## src/hdl/u8u16_pkg.sv

```systemverilog
// Shared types and constants for the UTF-8 to UTF-16 transcoder.
// No dependencies; imported by the front, queue, back and top modules of the block.
package u8u16_pkg;

  localparam int unsigned CP_W = 21;

  localparam logic [CP_W-1:0] CP_MAX    = 21'h10FFFF;
  localparam logic [CP_W-1:0] SURR_LO_B = 21'h00D800;
  localparam logic [CP_W-1:0] SURR_HI_B = 21'h00DFFF;
  localparam logic [CP_W-1:0] MIN3      = 21'h000800;
  localparam logic [CP_W-1:0] MIN4      = 21'h010000;

  localparam logic [7:0] LEAD2_MIN = 8'hC2;
  localparam logic [7:0] LEAD2_MAX = 8'hDF;
  localparam logic [7:0] LEAD3_MIN = 8'hE0;
  localparam logic [7:0] LEAD3_MAX = 8'hEF;
  localparam logic [7:0] LEAD4_MIN = 8'hF0;
  localparam logic [7:0] LEAD4_MAX = 8'hF4;
  localparam logic [7:0] ASCII_MAX = 8'h7F;
  localparam logic [7:0] CONT_MASK = 8'hC0;
  localparam logic [7:0] CONT_TAG  = 8'h80;

  // Upper six bits of a high / low surrogate unit
  localparam logic [5:0] HI_SURR_TAG = 6'b110110;
  localparam logic [5:0] LO_SURR_TAG = 6'b110111;

  typedef enum logic [1:0] {
    ENT_UNIT  = 2'd0,   // one result: code point or BMP unit
    ENT_PAIR  = 2'd1,   // two results: surrogate pair
    ENT_ERROR = 2'd2    // one error result
  } ent_kind_t;

  typedef struct packed {
    ent_kind_t       kind;
    logic [CP_W-1:0] cp;
    logic            eot;
  } ent_t;

endpackage

```

## src/hdl/u8u16_front.sv

```systemverilog
// Front end: accepts UTF-8 bytes, tracks the partial sequence, validates,
// and pushes one job per completed code point, or an error job at end of text. Uses u8u16_pkg.
module u8u16_front import u8u16_pkg::*; (
  input  logic       clk,
  input  logic       rst_n,
  input  logic       cfg_wr_en,
  input  logic       cfg_wr_data,
  input  logic       in_tvalid,
  output logic       in_tready,
  input  logic [7:0] in_tdata,
  input  logic       in_tlast,
  input  logic       q_full,
  output logic       q_push,
  output ent_t       q_wr_ent
);

  logic            mode_r;
  logic [CP_W-1:0] partial_r, partial_nxt;
  logic [1:0]      remain_r, remain_nxt;
  logic [2:0]      seq_len_r, seq_len_nxt;
  logic            discard_r, discard_nxt;

  logic            beat;
  logic [CP_W-1:0] cp_acc;
  logic            cp_bad;

  assign in_tready = ~q_full;
  assign beat      = in_tvalid & in_tready;
  assign cp_acc    = {partial_r[CP_W-7:0], in_tdata[5:0]};

  always_comb begin
    cp_bad = 1'b0;
    if (seq_len_r == 3'd3 && cp_acc < MIN3) cp_bad = 1'b1;
    if (seq_len_r == 3'd4 && cp_acc < MIN4) cp_bad = 1'b1;
    if (cp_acc > CP_MAX) cp_bad = 1'b1;
    if (cp_acc >= SURR_LO_B && cp_acc <= SURR_HI_B) cp_bad = 1'b1;
  end

  always_comb begin
    partial_nxt   = partial_r;
    remain_nxt    = remain_r;
    seq_len_nxt   = seq_len_r;
    discard_nxt   = discard_r;
    q_push        = 1'b0;
    q_wr_ent.kind = ENT_UNIT;
    q_wr_ent.cp   = '0;
    q_wr_ent.eot  = in_tlast;
    if (beat) begin
      if (discard_r) begin
        // dropping bytes until the text ends
      end else if (remain_r == 2'd0) begin
        if (in_tdata <= ASCII_MAX) begin
          q_push      = 1'b1;
          q_wr_ent.cp = {{(CP_W-8){1'b0}}, in_tdata};
        end else if (in_tdata >= LEAD2_MIN && in_tdata <= LEAD2_MAX) begin
          partial_nxt = {{(CP_W-5){1'b0}}, in_tdata[4:0]};
          remain_nxt  = 2'd1;
          seq_len_nxt = 3'd2;
        end else if (in_tdata >= LEAD3_MIN && in_tdata <= LEAD3_MAX) begin
          partial_nxt = {{(CP_W-4){1'b0}}, in_tdata[3:0]};
          remain_nxt  = 2'd2;
          seq_len_nxt = 3'd3;
        end else if (in_tdata >= LEAD4_MIN && in_tdata <= LEAD4_MAX) begin
          partial_nxt = {{(CP_W-3){1'b0}}, in_tdata[2:0]};
          remain_nxt  = 2'd3;
          seq_len_nxt = 3'd4;
        end else begin
          discard_nxt = 1'b1;
        end
      end else if ((in_tdata & CONT_MASK) != CONT_TAG) begin
        discard_nxt = 1'b1;
      end else begin
        partial_nxt = cp_acc;
        remain_nxt  = remain_r - 2'd1;
        if (remain_r == 2'd1) begin
          if (cp_bad) begin
            discard_nxt = 1'b1;
          end else begin
            q_push      = 1'b1;
            q_wr_ent.cp = cp_acc;
            partial_nxt = '0;
            seq_len_nxt = 3'd0;
          end
        end
      end
      // Code points beyond the BMP (MIN4 and up) split into a pair in UTF-16 mode
      if (q_push && mode_r && (q_wr_ent.cp >= MIN4)) q_wr_ent.kind = ENT_PAIR;
      // End of text: error if nothing valid completed here, then clear all
      if (in_tlast) begin
        if (!q_push) begin
          q_push        = 1'b1;
          q_wr_ent.kind = ENT_ERROR;
          q_wr_ent.cp   = '0;
        end
        partial_nxt = '0;
        remain_nxt  = 2'd0;
        seq_len_nxt = 3'd0;
        discard_nxt = 1'b0;
      end
    end
  end

  always_ff @(posedge clk) begin
    if (!rst_n) begin
      mode_r    <= 1'b1;
      partial_r <= '0;
      remain_r  <= 2'd0;
      seq_len_r <= 3'd0;
      discard_r <= 1'b0;
    end else begin
      if (cfg_wr_en) mode_r <= cfg_wr_data;
      partial_r <= partial_nxt;
      remain_r  <= remain_nxt;
      seq_len_r <= seq_len_nxt;
      discard_r <= discard_nxt;
    end
  end

endmodule

```

## src/hdl/u8u16_queue.sv

```systemverilog
// Small job FIFO between front and back end.
// Uses u8u16_pkg for the job type.
module u8u16_queue import u8u16_pkg::*; #(
  parameter int unsigned DEPTH = 4
) (
  input  logic clk,
  input  logic rst_n,
  input  logic push,
  input  ent_t wr_ent,
  input  logic pop,
  output ent_t rd_ent,
  output logic full,
  output logic empty
);

  localparam int unsigned PTR_W = (DEPTH > 1) ? $clog2(DEPTH) : 1;
  localparam int unsigned CNT_W = $clog2(DEPTH + 1);

  ent_t             mem_r [DEPTH];
  logic [PTR_W-1:0] wr_ptr_r, wr_ptr_nxt;
  logic [PTR_W-1:0] rd_ptr_r, rd_ptr_nxt;
  logic [CNT_W-1:0] count_r, count_nxt;
  logic             do_push, do_pop;

  assign full    = (count_r == CNT_W'(DEPTH));
  assign empty   = (count_r == '0);
  assign do_push = push & ~full;
  assign do_pop  = pop & ~empty;
  assign rd_ent  = mem_r[rd_ptr_r];

  always_comb begin
    wr_ptr_nxt = wr_ptr_r;
    rd_ptr_nxt = rd_ptr_r;
    count_nxt  = count_r;
    if (do_push) begin
      wr_ptr_nxt = (wr_ptr_r == PTR_W'(DEPTH - 1)) ? '0 : wr_ptr_r + 1'b1;
    end
    if (do_pop) begin
      rd_ptr_nxt = (rd_ptr_r == PTR_W'(DEPTH - 1)) ? '0 : rd_ptr_r + 1'b1;
    end
    if (do_push && !do_pop) count_nxt = count_r + 1'b1;
    if (do_pop && !do_push) count_nxt = count_r - 1'b1;
  end

  always_ff @(posedge clk) begin
    if (do_push) mem_r[wr_ptr_r] <= wr_ent;
  end

  always_ff @(posedge clk) begin
    if (!rst_n) begin
      wr_ptr_r <= '0;
      rd_ptr_r <= '0;
      count_r  <= '0;
    end else begin
      wr_ptr_r <= wr_ptr_nxt;
      rd_ptr_r <= rd_ptr_nxt;
      count_r  <= count_nxt;
    end
  end

endmodule

```

## src/hdl/u8u16_back.sv

```systemverilog
// Back end: pops jobs and drives the registered result stream, splitting
// supplementary code points into surrogate pairs. Uses u8u16_pkg.
module u8u16_back import u8u16_pkg::*; (
  input  logic        clk,
  input  logic        rst_n,
  input  ent_t        q_rd_ent,
  input  logic        q_empty,
  output logic        q_pop,
  output logic        out_tvalid,
  input  logic        out_tready,
  output logic [23:0] out_tdata,
  output logic        out_tlast,
  output logic [1:0]  out_tuser
);

  logic            out_valid_r, out_valid_nxt;
  logic [CP_W-1:0] unit_r, unit_nxt;
  logic            err_r, err_nxt;
  logic            last_r, last_nxt;
  logic            done_r, done_nxt;
  logic            pend_r, pend_nxt;
  logic [9:0]      pend_lo_r, pend_lo_nxt;
  logic            pend_eot_r, pend_eot_nxt;

  logic            load;
  logic [19:0]     sup_off;

  assign load    = ~out_valid_r | out_tready;
  assign sup_off = q_rd_ent.cp[19:0] - MIN4[19:0];

  always_comb begin
    out_valid_nxt = out_valid_r;
    unit_nxt      = unit_r;
    err_nxt       = err_r;
    last_nxt      = last_r;
    done_nxt      = done_r;
    pend_nxt      = pend_r;
    pend_lo_nxt   = pend_lo_r;
    pend_eot_nxt  = pend_eot_r;
    q_pop         = 1'b0;
    if (load) begin
      if (pend_r) begin
        // low half of a pair
        out_valid_nxt = 1'b1;
        unit_nxt      = {{(CP_W-16){1'b0}}, LO_SURR_TAG, pend_lo_r};
        err_nxt       = 1'b0;
        last_nxt      = 1'b1;
        done_nxt      = pend_eot_r;
        pend_nxt      = 1'b0;
      end else if (!q_empty) begin
        q_pop         = 1'b1;
        out_valid_nxt = 1'b1;
        case (q_rd_ent.kind)
          ENT_UNIT: begin
            unit_nxt = q_rd_ent.cp;
            err_nxt  = 1'b0;
            last_nxt = 1'b1;
            done_nxt = q_rd_ent.eot;
          end
          ENT_PAIR: begin
            unit_nxt     = {{(CP_W-16){1'b0}}, HI_SURR_TAG, sup_off[19:10]};
            err_nxt      = 1'b0;
            last_nxt     = 1'b0;
            done_nxt     = 1'b0;
            pend_nxt     = 1'b1;
            pend_lo_nxt  = sup_off[9:0];
            pend_eot_nxt = q_rd_ent.eot;
          end
          ENT_ERROR: begin
            unit_nxt = '0;
            err_nxt  = 1'b1;
            last_nxt = 1'b1;
            done_nxt = 1'b1;
          end
          default: begin
            unit_nxt = '0;
            err_nxt  = 1'b1;
            last_nxt = 1'b1;
            done_nxt = 1'b1;
          end
        endcase
      end else begin
        out_valid_nxt = 1'b0;
      end
    end
  end

  always_ff @(posedge clk) begin
    if (!rst_n) begin
      out_valid_r <= 1'b0;
      pend_r      <= 1'b0;
    end else begin
      out_valid_r <= out_valid_nxt;
      pend_r      <= pend_nxt;
    end
  end

  always_ff @(posedge clk) begin
    unit_r     <= unit_nxt;
    err_r      <= err_nxt;
    last_r     <= last_nxt;
    done_r     <= done_nxt;
    pend_lo_r  <= pend_lo_nxt;
    pend_eot_r <= pend_eot_nxt;
  end

  assign out_tvalid = out_valid_r;
  assign out_tdata  = {{(24-CP_W){1'b0}}, unit_r};
  assign out_tlast  = last_r;
  assign out_tuser  = {done_r, err_r};

endmodule

```

## src/hdl/utf8_to_utf16_transcoder_unit.sv

```systemverilog
// UTF-8 to UTF-16 / UTF-32 transcoder, top level.
// Path from input beat to result beat: front -> queue -> output register.
// Throughput: one input byte per cycle unless the queue is full; a surrogate pair
//   emits a high and a low beat, and the job queue (QUEUE_DEPTH entries) absorbs that.
// Reset (rst_n low, synchronous): clears text state and queue, utf16_mode returns to 1.
// Depends on u8u16_pkg, u8u16_front, u8u16_queue, u8u16_back.
module utf8_to_utf16_transcoder_unit import u8u16_pkg::*; #(
  parameter int unsigned QUEUE_DEPTH = 4
) (
  input  logic        clk,
  input  logic        rst_n,
  // configuration: utf16_mode, 1 = UTF-16 units, 0 = whole code points
  input  logic        cfg_wr_en,
  input  logic        cfg_wr_data,
  // byte stream in
  input  logic        in_tvalid,
  output logic        in_tready,
  input  logic [7:0]  in_tdata,   // [7:0] byte_in
  input  logic        in_tlast,   // end_of_text
  // result stream out
  output logic        out_tvalid,
  input  logic        out_tready,
  output logic [23:0] out_tdata,  // [20:0] code_unit, [23:21] zero
  output logic        out_tlast,  // last_in_run
  output logic [1:0]  out_tuser   // [0] error, [1] text_done
);

  // Job handoff between front and back ends
  ent_t q_wr_ent;
  ent_t q_rd_ent;
  logic q_push;
  logic q_pop;
  logic q_full;
  logic q_empty;

  // Front: decodes and validates one byte per beat; stalls only on a full queue.
  u8u16_front u_front (
    .clk         (clk),
    .rst_n       (rst_n),
    .cfg_wr_en   (cfg_wr_en),
    .cfg_wr_data (cfg_wr_data),
    .in_tvalid   (in_tvalid),
    .in_tready   (in_tready),
    .in_tdata    (in_tdata),
    .in_tlast    (in_tlast),
    .q_full      (q_full),
    .q_push      (q_push),
    .q_wr_ent    (q_wr_ent)
  );

  // Queue: decouples the byte side from result-side backpressure.
  u8u16_queue #(
    .DEPTH (QUEUE_DEPTH)
  ) u_queue (
    .clk    (clk),
    .rst_n  (rst_n),
    .push   (q_push),
    .wr_ent (q_wr_ent),
    .pop    (q_pop),
    .rd_ent (q_rd_ent),
    .full   (q_full),
    .empty  (q_empty)
  );

  // Back: one result beat per cycle from the output register while out_tready is high and a result is pending.
  u8u16_back u_back (
    .clk        (clk),
    .rst_n      (rst_n),
    .q_rd_ent   (q_rd_ent),
    .q_empty    (q_empty),
    .q_pop      (q_pop),
    .out_tvalid (out_tvalid),
    .out_tready (out_tready),
    .out_tdata  (out_tdata),
    .out_tlast  (out_tlast),
    .out_tuser  (out_tuser)
  );

endmodule

```

## config.mk

```make
export PLATFORM = sky130hd
export DESIGN_NAME = utf8_to_utf16_transcoder_unit
export DESIGN_NICKNAME = d
export VERILOG_FILES = /design/src/hdl/u8u16_pkg.sv /design/src/hdl/u8u16_front.sv /design/src/hdl/u8u16_queue.sv /design/src/hdl/u8u16_back.sv /design/src/hdl/utf8_to_utf16_transcoder_unit.sv
export SDC_FILE = /design/constraint.sdc
export NUM_CORES = 1
export LEC_CHECK = 0
export BUFFER_PORTS_ARGS = -buffer_cell sky130_fd_sc_hd__buf_4
export CAP_MARGIN = 15
export CORE_ASPECT_RATIO = 0.7
export CORE_MARGIN = 8
export CORE_UTILIZATION = 55
export DETAILED_ROUTE_END_ITERATION = 16
export GPL_TIMING_DRIVEN = 1
export PLACE_DENSITY = 0.83
export SKIP_CTS_REPAIR_TIMING = 1
export SYNTH_ARGS = -nofsm -noshare
export SYNTH_HDL_FRONTEND = slang
export SYNTH_SLANG_ARGS = --single-unit
```

## constraint.sdc

```tcl
create_clock -name clk -period 3.9 [get_ports clk]
set_clock_uncertainty 0.05 [all_clocks]
set_input_delay 0.78 -clock clk [delete_from_list [all_inputs] [get_ports clk]]
set_output_delay 0.78 -clock clk [all_outputs]
set_load 0.005 [all_outputs]
```

**Word level (Yosys, flattened, before mapping)**

Memories as Yosys holds them, arrays and structs flattened. A register that Yosys moved wholly into a read port is not among the register bits.
Index checks and enable logic that the tools add are counted.

- Word-level logic and storage cells: 168
- Memories: 1
- Register bits: 66
- ROM bits: 0
- RAM bits: 96
- Output and inout bits: 29
- Bits of input ports: 15
- Latch bits: 0

Memories:

| memory | depth | bits a word | read ports | clocked after memory_dff | write ports | RTL line | text |
|---|---|---|---|---|---|---|---|
| u_queue.mem_r | 4 | 24 | 1 | 1 | 1 | u8u16_queue.sv:19 | `ent_t mem_r [DEPTH];` |

- Magnitude comparators: 13
- Bitwise logic cells: 8
- Multiplexer cells: 87
- Shifts and indexed selects: 0
- Equality and inequality tests: 14
- Multipliers: 0
- $add $sub $neg: 6
- Reduce and logical (&&, ||, !) cells: 22
- Divide/modulo/power cells: 0

Operators with widths:

| operator | number |
|---|---|
| $mux W15 | 10 |
| $mux W21 | 7 |
| $mux W23 | 3 |
| $pmux W21 S2 | 1 |
| $mux W1 | 39 |
| $mux W3 | 12 |
| $ge A8 B8 Y1 const B | 3 |
| $le A8 B8 Y1 const B | 3 |
| $mux W2 | 12 |
| $ge A21 B16 Y1 const B | 1 |
| $ge A21 B17 Y1 const B | 1 |
| $gt A21 B21 Y1 const B | 1 |
| $le A21 B16 Y1 const B | 1 |
| $lt A21 B12 Y1 const B | 1 |
| $lt A21 B17 Y1 const B | 1 |
| $sub A20 B17 Y20 const B | 1 |
| $logic_and A1 B1 Y1 | 10 |
| $mux W10 | 1 |
| $le A8 B7 Y1 const B | 1 |
| $mux W8 | 1 |
| $reduce_and A7 Y1 | 1 |
| $eq A3 B3 Y1 const B | 2 |
| $ne A2 B2 Y1 const B | 3 |
| $ne A3 B3 Y1 const B | 2 |
| other kinds (22) | 32 |

**Depth between registers and ports, before layout**

Gate-level depths: netlist of run 1.

- Depth in word-level cells: 18
- Mapped depth: 12
- Gate-level depth less buffers: 10

**By module**

From an unflattened synthesis of run 1, not the netlist that was laid out.

- Cell total of the unflattened synthesis: 462
- Area, all modules: 6985.4 um2

Modules (own cells, without submodules):

| module | cells an instance | instances | area an instance (um2) | sequential area each (um2) |
|---|---|---|---|---|
| u8u16_queue | 182 | 1 | 3997.6 | 3062.9 |
| u8u16_back | 122 | 1 | 1584.0 | 1091.0 |
| u8u16_front | 158 | 1 | 1403.8 | 440.4 |

**Worst setup path after synthesis of run 1**

OpenSTA, ideal clock, no wires.

- Path kind: register to register
- From: register u_queue.count_r[0]
- To: register u_queue.count_r[2]
- Arrival: 3.029 ns
- Path buffers: 2
- Cell stages (with the launch flop): 13
- Required time: 3.774 ns
- Library setup time: 0.076 ns
- Setup slack: 0.745 ns
- Clock period less this slack: 3.155 ns
- Cell sequence: dfxtp_1 -> or3b_1 -> buf_2 -> and3_2 -> buf_2 -> a22o_2 -> a21oi_2 -> ha_1 -> inv_1 -> fa_1 -> xor2_1 -> or3_2 -> a21boi_0

- Longest elaborated chain between the ends: 8
- Elaborated cells between the ends (all ways): 20
- Those cells by class: add/sub (2); eq/ne (1); mux (6); bitwise (5); reduce/logical (6)

RTL lines:

| item | RTL line | text |
|---|---|---|
| start: declaration | u8u16_queue.sv:22 | `logic [CNT_W-1:0] count_r, count_nxt;` |
| start signal: assignment | u8u16_queue.sv:57 | `count_r <= count_nxt;` |
| $eq A3 B3 Y1 * | u8u16_queue.sv:25 | `assign full = (count_r == CNT_W'(DEPTH));` |
| $not A1 Y1 * | u8u16_front.sv:27 | `assign in_tready = ~q_full;` |
| named net in_tready | utf8_to_utf16_transcoder_unit.sv:17 | `output logic in_tready,` |
| $and A1 B1 Y1 | u8u16_front.sv:28 | `assign beat = in_tvalid & in_tready;` |
| $mux W1 | u8u16_front.sv:48 | `if (beat) begin` |
| $and A1 B1 Y1 * | u8u16_queue.sv:27 | `assign do_push = push & ~full;` |
| $logic_not A1 Y1 | u8u16_queue.sv:42 | `if (do_pop && !do_push) count_nxt = count_r - 1'b1;` |
| $logic_and A1 B1 Y1 | u8u16_queue.sv:42 |  |
| $mux W3 or $reduce_bool A2 Y1 (tied branches) | - |  |

The timed path passes the listed nets; every way through them passes the cells marked *. The select of a mux whose other input is x is not followed.
A chain may end at the register's enable or synchronous reset.

**Worst setup path in the final report of run 1**

- From: register u_queue.count_r[2]
- To: register u_queue.count_r[2]

- Longest elaborated chain between the ends: 8
- Elaborated cells between the ends (all ways): 20
- Those cells by class: add/sub (2); eq/ne (1); mux (6); bitwise (5); reduce/logical (6)

RTL lines:

| item | RTL line |
|---|---|
| $logic_not A3 Y1 or $eq A3 B3 Y1 (tied branches) | u8u16_queue.sv:26, u8u16_queue.sv:25 |
| $mux W1 or $not A1 Y1 (tied branches) | u8u16_back.sv:50, u8u16_front.sv:27, u8u16_queue.sv:27 |
| $mux W1 or $and A1 B1 Y1 (tied branches) | u8u16_back.sv:42, u8u16_front.sv:28 |
| $mux W1 (on tied branches) | u8u16_back.sv:41, u8u16_front.sv:48 |
| $and A1 B1 Y1 (on tied branches) | u8u16_queue.sv:28, u8u16_queue.sv:27 |
| $logic_not A1 Y1 (on tied branches) | u8u16_queue.sv:41, u8u16_queue.sv:42 |
| $logic_and A1 B1 Y1 (on tied branches) | u8u16_queue.sv:41, u8u16_queue.sv:42 |
| $reduce_bool A2 Y1 (no source line) or $mux W3 (tied branches) | - |

Parallel ways exist; a longest one is shown, timed or not. The select of a mux whose other input is x is not followed.

==> impl_metrics.csv, run 1 <==
group,metric,value,unit
run_status,status,"complete, no violations",
logic_synthesis,synthFlopType,"edfxtp_1",
sta,post-route-min-period,3.59,ns
critical_path,cp.required,4.19,ns
cts,cts_buffers,17,
floorplan,core,12300,sq um
drt,drc_errors,0,
floorplan,row_count,34,
logic_synthesis,yosys_warnings,0,
critical_path,crit_path_max_fanout,15,
grt,grt_usage,16.9,%
cts,cts_buffer_depth,2,
logic_synthesis,synth_area_per_cell,15.2,sq um
logic_synthesis,synth_mux_area_share,9.98,%
layout,finalNetCount,515,
grt,overflow,0,
cts,htree_levels,4,
critical_path,endpoint_kind,"flop",
grt,use_met3,5.89,%
grt,grt_pass1_wl,20700,microns
cts,clockRootBuffer,"clkbuf_16",
floorplan,die_area,16300,sq um
logic_synthesis,synth_cells,450,
grt,grt_pass1_vias,3804,
sta,final_hold_viol_count,0,
sta,worstMarginPinSlew,1.02,ns
sta,setup_violations,0,
floorplan,initial_core_util,55.7,%
placed_design,port-buffer-count,40,
drt,vias,3874,
logic_synthesis,synth_top_family_by_area,"multiplexers",
placed_design,gp_congestion,0.880,
logic_synthesis,syn_area,6820,sq um
cts,insertion_delay,0.42,ns
logic_synthesis,synth-edff-count,131,
pwr,power_leakage,2.82,nW
drt,drt-total-wl,13000,microns
grt,use_met1,22.8,%
layout,syn_to_final_growth,15.0,%
layout,antenna_cells,0,
critical_path,criticalPathCategory,"flop to flop",
sta,rsz0062_at_grt,"no",
layout,final_core_util,64.1,%
sta,tns,0,ns
pwr,powerDensity,711,nW/um^2
grt,antenna_found_initial,0,
floorplan,die_h,109,microns
drt,drt-pass1-iter-count,4,
layout,final_cells,667,
drt,wl_per_cell,19.5,microns
min_path,hp-class,"flop to flop",
layout,design_area,7850,sq um
placed_design,dp_hpwl,8850,microns
logic_synthesis,synth_fa_ha_area_share,1.58,%
placed_design,dp_cells,635,
cts,clkSinkCount,164,
placed_design,place_area,7260,sq um
sta,fin_crit_sh,92.1,%
layout,drive_gt1_share,25.0,%
drt,drt_iter0_drc,323,
critical_path,arrival,3.89,ns
logic_synthesis,synth-seq-cells,164,
floorplan,die_w,149,microns
pwr,vdd_ir_drop_max,0.357,mV
logic_synthesis,ys_seq_area_share,67.3,%
grt,grt_max_degree,25,
grt,grt_use_met2,25.7,%
sta,slew_viol_final,0,
critical_path,startpoint_type,"flop",
logic_synthesis,synth-simple-area-share,9.96,%
drt,vias_per_cell,5.81,
drt,ant_nets,0,
sta,max_freq,278,MHz
grt,grt_busiest_layer,"met2",
logic_synthesis,synthArstFlopShare,0,%
pwr,totalPowerFinal,5.58,mW
cts,clk_pin_slew_worst_paths,0.06,ns
logic_synthesis,synth_compound_area_share,7.57,%
floorplan,ios,44,
logic_synthesis,ys_types,63,
sta,relSlewSlack,32.1,%
layout,final.fill_count,848,
logic_synthesis,synth_xor_area_share,0.642,%
cts,cts_tree,"yes",
job,maxCapViolations,0,
-- kinds of logic (layout without fill, tap and decap cells) --
kind of cell	count (synthesis)	count (layout)
mux	38	38
compound gates	66	66
xor+xnor	5	5
buf+inv	39	92
other cells	1	3
simple gates	129	129
flops	164	164
fa+ha+maj	8	8
-- sequential cells by signal, indices dropped and copies added (netlist names), named ones only --
register / cells
u_front.discard_r: 1
u_back.pend_lo_r: 10
u_queue.count_r: 3
u_back.unit_r: 21
u_front.mode_r: 1
u_back.pend_eot_r: 1
u_front.remain_r: 2
u_back.done_r: 1
u_front.partial_r: 15
u_queue.wr_ptr_r: 2
u_back.out_tvalid: 1
u_back.out_tlast: 1
u_queue.mem_r: 96
u_queue.rd_ptr_r: 2
u_back.pend_r: 1
u_back.err_r: 1
u_front.seq_len_r: 3
-- worst paths after layout --
check                                                  startpoint                                end  slack (ns)  cells past startpoint
worst max-delay path              u_queue.count_r[2]$_SDFFE_PN0P_    u_queue.count_r[2]$_SDFFE_PN0P_        0.31                     10
worst min-delay path            u_front.seq_len_r[2]$_SDFFE_PN0P_  u_front.seq_len_r[2]$_SDFFE_PN0P_        0.44                      2
worst max register to register    u_queue.count_r[2]$_SDFFE_PN0P_    u_queue.count_r[2]$_SDFFE_PN0P_        0.31                     10
worst min register to register  u_front.seq_len_r[2]$_SDFFE_PN0P_  u_front.seq_len_r[2]$_SDFFE_PN0P_        0.44                      2
-- layer usage --
metal,vias to the layer above,part of all wire [%],wire length (microns)
met3,10,7.3,947
met5,-,0,0
li1,1807,-,-
met2,133,45,5900
met1,1924,47,6090
met4,0,0.76,99
-- layout by cell type (no fill, tap or decap), drive strengths merged, types with 4 or more instances in the layout --
cell type  count
edfxtp       131
xnor2          4
clkbuf        17
nor2          25
a21oi          8
and2          13
ha             7
mux2i         14
inv           11
a32o           6
o21ai         15
mux4          24
nor3           8
nor2b         11
nand2         33
dfxtp         33
a22o          11
a21boi         4
and3          15
buf           49
o21bai         4
clkinv         9
nor3b          4
-- cells in the mapped netlist (7+ instances only) --
cell type,instances,share of area [%]
nand2_1,33,1.8
clkbuf_1,13,0.72
edfxtp_1,131,58
a22o_2,10,1.5
mux4_2,24,7.9
mux2i_1,14,2.1
and2_1,12,1.1
and3_1,14,1.3
nor2b_1,11,1.0
dfxtp_1,33,9.7
a21oi_1,7,0.51
ha_1,7,1.3
nor2_1,25,1.4
nor3_1,8,0.59
inv_1,10,0.55
o21ai_0,15,1.1
-- through the flow --
step | hold WS [ns] | setup WS (ns)
after floorplan | 0.384 | 0.745
after global placement | 0.416 | 0.452
after detailed placement | 0.426 | 0.319
after CTS | 0.434 | 0.324
after global routing | 0.478 | 0.111
final | 0.437 | 0.307
-- critical path, stage by stage, from the launching register on --
cell	delay, ns
dfxtp_1	0.39
or3b_1	0.46
and3_2	0.32
and3_1	0.33
a21oi_2	0.44
ha_1	0.27
inv_1	0.07
fa_1	0.43
xor2_1	0.16
or3_2	0.41
a21boi_0	0.18
-- where the power goes --
| group | total [mW] | internal (mW) | switching, mW |
|---|---|---|---|
| combinational | 1.50 | 0.679 | 0.822 |
| sequential | 2.44 | 2.32 | 0.117 |
| clock | 1.64 | 0.997 | 0.646 |
-- cell type report --
type                    count  area [sq um]  area share [%]
flip-flops and latches    164          4590            58.5
inverters                  11          41.3           0.526
clock buffers              17           425            5.42
repair buffers             49           368            4.69
clock inverters            15           164            2.09
well taps                 162           203            2.58
multi-input cells         249          2050            26.1
(Power assumes the default switching activity.)
==> inputs of run 2 (changes only) <==
--- a/config.mk
+++ b/config.mk
@@ -8,7 +8,7 @@
 export BUFFER_PORTS_ARGS = -buffer_cell sky130_fd_sc_hd__buf_4
 export CAP_MARGIN = 15
 export CORE_ASPECT_RATIO = 0.7
-export CORE_MARGIN = 8
+export CORE_MARGIN = 2
 export CORE_UTILIZATION = 55
 export DETAILED_ROUTE_END_ITERATION = 16
 export GPL_TIMING_DRIVEN = 1
==> constraint.sdc (replaced) <==
create_clock -name clk -period 4.4 [get_ports clk]
set_clock_uncertainty 0.05 [all_clocks]
set_input_delay 0.88 -clock clk [delete_from_list [all_inputs] [get_ports clk]]
set_output_delay 0.88 -clock clk [all_outputs]
set_load 0.005 [all_outputs]
==> run 2 against run 1 <==
  * Die area decreased by 18%
  * Cell area decreased by 0.16%
  * Global-route usage is 4.5 points higher
  * Critical path type unchanged
  * Via count grew 0.96%
  * Total power down 12%
  * Largest power group unchanged
  * Non-clock buffer count unchanged
  * Fmax decreased by 0.36%
  * Sequential power fell by 11%
  * Clock-buffer cell count rose by 2
  * Wire length grew 1.7%
  * Combinational power fell by 13%
  * Cell count down 0.90%
==> impl_metrics.csv, run 2 (same netlist as run 1, synthesis figures left out) <==
group,metric,value,unit
floorplan,die_w,137,microns
grt,grt_pass1_wl,21200,microns
drt,drt-pass1-iter-count,4,
pwr,p_int,3.53,mW
cts,htree_levels,4,
drt,vias,3911,
layout,final_common_cell,"edfxtp_1",
layout,antenna_cells,0,
pwr,pwr-share-comb,26.7,%
drt,drt_iter0_drc,333,
grt,overflow,0,
pwr,powerDensity,626,nW/um^2
min_path,worstHoldPathCells,1,
grt,grt_usage,21.5,%
sta,final_hold_viol_count,0,
grt,grt_max_degree,25,
sta,relSlewSlack,32.4,%
critical_path,crit_path_max_fanout,15,
cts,cts_tree,"yes",
layout,final_core_util,65.9,%
sta,rsz0062_at_grt,"no",
sta,max_freq,277,MHz
critical_path,arrival,3.90,ns
drt,drt-total-wl,13200,microns
pwr,pwr-share-seq,43.9,%
floorplan,die_h,97.2,microns
placed_design,gp_congestion,0.872,
min_path,hp-class,"flop to flop",
sta,post-route-min-period,3.61,ns
job,maxCapViolations,0,
sta,setup_slack,0.794,ns
floorplan,initial_core_util,57.4,%
grt,grt_pass1_vias,3911,
cts,clockRootBuffer,"clkbuf_16",
pwr,swShare,28.1,%
placed_design,dp_cells,630,
layout,biggestRegsByFlops,"u_queue.mem_r (96), u_back.unit_r (21), u_front.partial_r (15)",
critical_path,rr_worst_depth,10,
critical_path,r2r_start,"u_queue.count_r[2]$_SDFFE_PN0P_",
drt,vias_per_cell,5.92,
critical_path,endpoint_kind,"flop",
run_status,status,"complete, no violations",
floorplan,row_count,33,
sta,tns,0,ns
drt,wl_per_cell,20.0,microns
critical_path,criticalPathCategory,"flop to flop",
grt,antenna_found_initial,0,
layout,final_cell_mix,"edfxtp_1 (131), buf_4 (48), nand2_1 (33), dfxtp_1 (33)",
critical_path,timing.rr.end,"u_queue.count_r[2]$_SDFFE_PN0P_",
layout,drive_gt1_share,24.6,%
layout,syn_to_final_growth,14.8,%
cts,cts_buffers,17,
critical_path,cp.required,4.69,ns
cts,clkSinkCount,164,
placed_design,port-buffer-count,40,
sta,slew_viol_final,0,
sta,fin_crit_sh,82.0,%
floorplan,ios,44,
critical_path,startpoint_type,"flop",
min_path,worstHoldEndpoint,"u_front.partial_r[0]$_SDFFE_PN0P_",
min_path,min_from,"u_front.partial_r[0]$_SDFFE_PN0P_",
layout,largest_reg_flops,96,
drt,drc_errors,0,
cts,cts_buffer_depth,2,
layout,finalNetCount,515,
placed_design,place_ws,0.757,ns
pwr,vdd_ir_drop_max,0.375,mV
sta,worstMarginPinSlew,1.01,ns
cts,insertion_delay,0.42,ns
placed_design,dp_hpwl,8950,microns
floorplan,die_area,13300,sq um
pwr,pwr-share-clk,29.4,%
cts,clk_pin_slew_worst_paths,0.06,ns
layout,top_register,"u_queue.mem_r",
layout,final_cells,661,
critical_path,r2r_setup_slack,0.79,ns
pwr,power_leakage,2.82,nW
drt,ant_nets,0,
pwr,switching_power,1.38,mW
floorplan,core,11900,sq um
sta,setup_violations,0,
run 2: changes by cell type in the layout (fill, tap and decap cells not counted), sizes merged:
cell	delta
clkinvlp	-2
clkbuf	+2
clkinv	-1
run 2: critical path, cell delays in order (launching register included):
cell	delay [ns]
dfxtp_1	0.39
or3b_1	0.50
and3_2	0.34
and3_1	0.34
a21oi_2	0.44
ha_1	0.26
inv_1	0.07
fa_1	0.43
xor2_1	0.15
or3_2	0.40
a21boi_0	0.16
run 2: how the worst max path moves through the flow:
| stage | to | slack, ns | from | cells past startpoint |
|---|---|---|---|---|
| 3_3_place_gp | u_queue.count_r[2]$_SDFFE_PN0P_ | 0.83 | in_tvalid | 10 |
| 3_5_place_dp | u_queue.count_r[2]$_SDFFE_PN0P_ | 0.76 | in_tvalid | 10 |
| 6_report | u_queue.count_r[2]$_SDFFE_PN0P_ | 0.79 | u_queue.count_r[2]$_SDFFE_PN0P_ | 10 |
| 5_1_grt | u_queue.count_r[2]$_SDFFE_PN0P_ | 0.62 | u_queue.count_r[2]$_SDFFE_PN0P_ | 10 |
| 2_1_floorplan | u_queue.count_r[2]$_SDFFE_PN0P_ | 1.23 | in_tvalid | 10 |
| 4_1_cts | u_queue.count_r[2]$_SDFFE_PN0P_ | 0.81 | u_queue.count_r[2]$_SDFFE_PN0P_ | 10 |
run 2: per-layer routing:
layer | track usage [%] | vias to the layer above | part of all wire (%)
met3 | 4.33 | 14 | 5.4
met2 | 32.3 | 138 | 47
li1 | - | 1803 | -
met4 | 7.53 | 0 | 1.4
met5 | 0 | - | 0
met1 | 31.4 | 1956 | 46
run 2: stage by stage:
stage | hold WS (ns) | instance area (sq um) | power (mW)
floorplan | 0.384 | 6830 | 3.06
global placement | 0.432 | 7260 | 3.45
detailed placement | 0.440 | 7260 | 3.50
CTS | 0.454 | 7840 | 4.94
global route | 0.477 | 7840 | 5.14
finish | 0.455 | 7840 | 4.91
run 2: power groups by stage:
stage | Clock (mW) | Combinational, mW | Sequential (mW)
final | 1.44 | 1.31 | 2.16
after CTS | 1.46 | 1.32 | 2.16
after global placement | 0 | 1.29 | 2.17
after floorplan | 0 | 0.883 | 2.17
after detailed placement | 0 | 1.31 | 2.19
after global routing | 1.51 | 1.45 | 2.18
run 2: cell type report:
class / count / area, sq um
Clock buffer: 19 / 433
Sequential cell: 164 / 4590
Tap cell: 157 / 196
Fill cell: 827 / 4060
Multi-Input combinational cell: 249 / 2050
Timing Repair Buffer: 49 / 380
Inverter: 11 / 41.3
Clock inverter: 12 / 138
==> inputs of run 3 (changes only) <==
==> constraint.sdc (replaced) <==
create_clock -name clk -period 3.54 [get_ports clk]
set_clock_uncertainty 0.05 [all_clocks]
set_input_delay 0.708 -clock clk [delete_from_list [all_inputs] [get_ports clk]]
set_output_delay 0.708 -clock clk [all_outputs]
set_load 0.005 [all_outputs]
==> run 3 against run 2 <==
  * Global-route usage up 0.18 points
  * Non-clock buffer count rose by 2
  * Register-to-register slack worse by 0.52 ns
  * Fmax up 10%
  * Clock-buffer cell count fell by 1
  * Highest routed layer unchanged
  * Sequential power rose by 24%
==> impl_metrics.csv, run 3 (same netlist as run 1, synthesis figures left out) <==
group,metric,value,unit
floorplan,row_count,33,
sta,post-route-min-period,3.27,ns
layout,biggestRegsByFlops,"u_queue.mem_r (96), u_back.unit_r (21), u_front.partial_r (15)",
grt,overflow,0,
floorplan,die_area,13300,sq um
drt,drt-pass1-iter-count,6,
grt,grt_pass1_wl,21000,microns
critical_path,r2r_setup_slack,0.27,ns
sta,max_freq,306,MHz
critical_path,cp_cell_sequence,"or3b_1 -> and3_2 -> and3_1 -> a21oi_2 -> ha_1 -> inv_1 -> fa_1 -> xor2_1 -> or3_2 -> a21boi_0",
layout,top_register,"u_queue.mem_r",
drt,vias_per_cell,5.92,
layout,multiInputGateArea,2050,sq um
critical_path,endpoint_kind,"flop",
critical_path,crit_start,"u_queue.count_r[2]$_SDFFE_PN0P_",
cts,clkSinkCount,164,
pwr,powerDensity,808,nW/um^2
grt,grt_pass1_vias,3788,
drt,wl_per_cell,20.6,microns
layout,finalNetCount,517,
drt,drc_errors,0,
sta,fin_crit_sh,92.2,%
critical_path,cp_top_family,"simple AND/OR/NAND/NOR gates",
layout,largest_reg_flops,96,
placed_design,dp_hpwl,9020,microns
pwr,vdd_ir_drop_max,0.466,mV
critical_path,arrival,3.57,ns
critical_path,rr_worst_depth,10,
critical_path,crit_path_max_fanout,15,
drt,ant_nets,0,
layout,final.fill_count,816,
cts,cts_buffer_depth,2,
floorplan,core,11900,sq um
cts,htree_levels,4,
layout,final_common_cell,"edfxtp_1",
cts,clk_pin_slew_worst_paths,0.06,ns
critical_path,endpoint,"u_queue.count_r[2]$_SDFFE_PN0P_",
critical_path,cp.required,3.84,ns
job,maxCapViolations,0,
pwr,power_leakage,2.86,nW
placed_design,place_ws,0.288,ns
min_path,hp-class,"flop to flop",
sta,worstMarginPinSlew,1.15,ns
drt,drt_iter0_drc,331,
cts,clockRootBuffer,"clkbuf_16",
run_status,status,"complete, no violations",
critical_path,criticalPathCategory,"flop to flop",
layout,antenna_cells,0,
grt,grt_max_degree,25,
floorplan,initial_core_util,57.4,%
placed_design,gp_congestion,0.885,
sta,tns,0,ns
sta,relSlewSlack,22.5,%
placed_design,port-buffer-count,40,
critical_path,critical-path-slowest-cell,"or3b_1",
critical_path,cpPeakStageDelay,0.45,ns
sta,slew_viol_final,0,
layout,final_cell_mix,"edfxtp_1 (131), buf_4 (51), nand2_1 (33), dfxtp_1 (33)",
drt,drt-total-wl,13600,microns
critical_path,crit_cells,10,
floorplan,die_w,137,microns
critical_path,r2r_start,"u_queue.count_r[2]$_SDFFE_PN0P_",
critical_path,startpoint_type,"flop",
grt,grt_usage,21.7,%
sta,final_hold_viol_count,0,
drt,vias,3932,
cts,insertion_delay,0.42,ns
critical_path,critical_path_buf_inv_count,1,
sta,rsz0062_at_grt,"no",
cts,cts_buffers,17,
layout,syn_to_final_growth,15.9,%
layout,drive_gt1_share,25.4,%
sta,setup_slack,0.275,ns
layout,regArea,4590,sq um
critical_path,timing.rr.end,"u_queue.count_r[2]$_SDFFE_PN0P_",
cts,cts_tree,"yes",
floorplan,ios,44,
floorplan,die_h,97.2,microns
grt,antenna_found_initial,0,
sta,setup_violations,0,
==> run 3: worst min path at each step <==
stage,startpoint,end,slack [ns],cells after the start
global route,u_front.partial_r[0]$_SDFFE_PN0P_,u_front.partial_r[0]$_SDFFE_PN0P_,0.45,1
global placement,u_front.seq_len_r[2]$_SDFFE_PN0P_,u_front.seq_len_r[2]$_SDFFE_PN0P_,0.41,2
CTS,u_front.seq_len_r[2]$_SDFFE_PN0P_,u_front.seq_len_r[2]$_SDFFE_PN0P_,0.44,2
finish,u_front.seq_len_r[2]$_SDFFE_PN0P_,u_front.seq_len_r[2]$_SDFFE_PN0P_,0.44,2
detailed placement,u_front.partial_r[0]$_SDFFE_PN0P_,u_front.partial_r[0]$_SDFFE_PN0P_,0.42,1
floorplan,u_front.mode_r$_SDFFE_PN1P_,u_front.mode_r$_SDFFE_PN1P_,0.38,2
==> run 3: layout make-up <==
| cell class | count | area share (%) |
|---|---|---|
| clock inverter | 14 | 2.64 |
| clock buffer | 18 | 5.43 |
| inverter | 11 | 0.522 |
| sequential | 164 | 58.1 |
| multi-input combinational | 249 | 26.0 |
| tap | 157 | 2.48 |
| timing repair buffer | 51 | 4.84 |
==> run 3: through the flow <==
stage	utilization (%)	hold slack (ns)	area [sq um]	instances	power [mW]
finish	66.5	0.438	7910	664	6.39
global route	66.5	0.453	7910	664	6.67
CTS	66.5	0.435	7910	664	6.41
detailed placement	61.1	0.423	7270	632	4.41
global placement	61.1	0.412	7270	632	4.33
floorplan	-	0.384	6830	452	3.80
==> run 3: power by group <==
group / leakage (nW) / internal [mW] / switching, mW
clock network: 0.305 / 1.25 / 0.731
logic: 1.03 / 0.757 / 0.967
registers: 1.52 / 2.56 / 0.125
==> run 3: metal layers <==
layer,global-route usage [%],vias to the layer above,part of all wire [%]
met3,6.83,18,7.0
met4,7.14,0,1.7
met1,30.7,1958,45
met5,0,-,0
met2,32.0,152,46
li1,-,1804,-
==> run 3: worst min-delay path: cells and delay by family, from the launching register on <==
kind	cells	cell delay (ns)
multiplexers	1	0.06
AND/OR/NAND/NOR	1	0.06
flip-flops	1	0.32
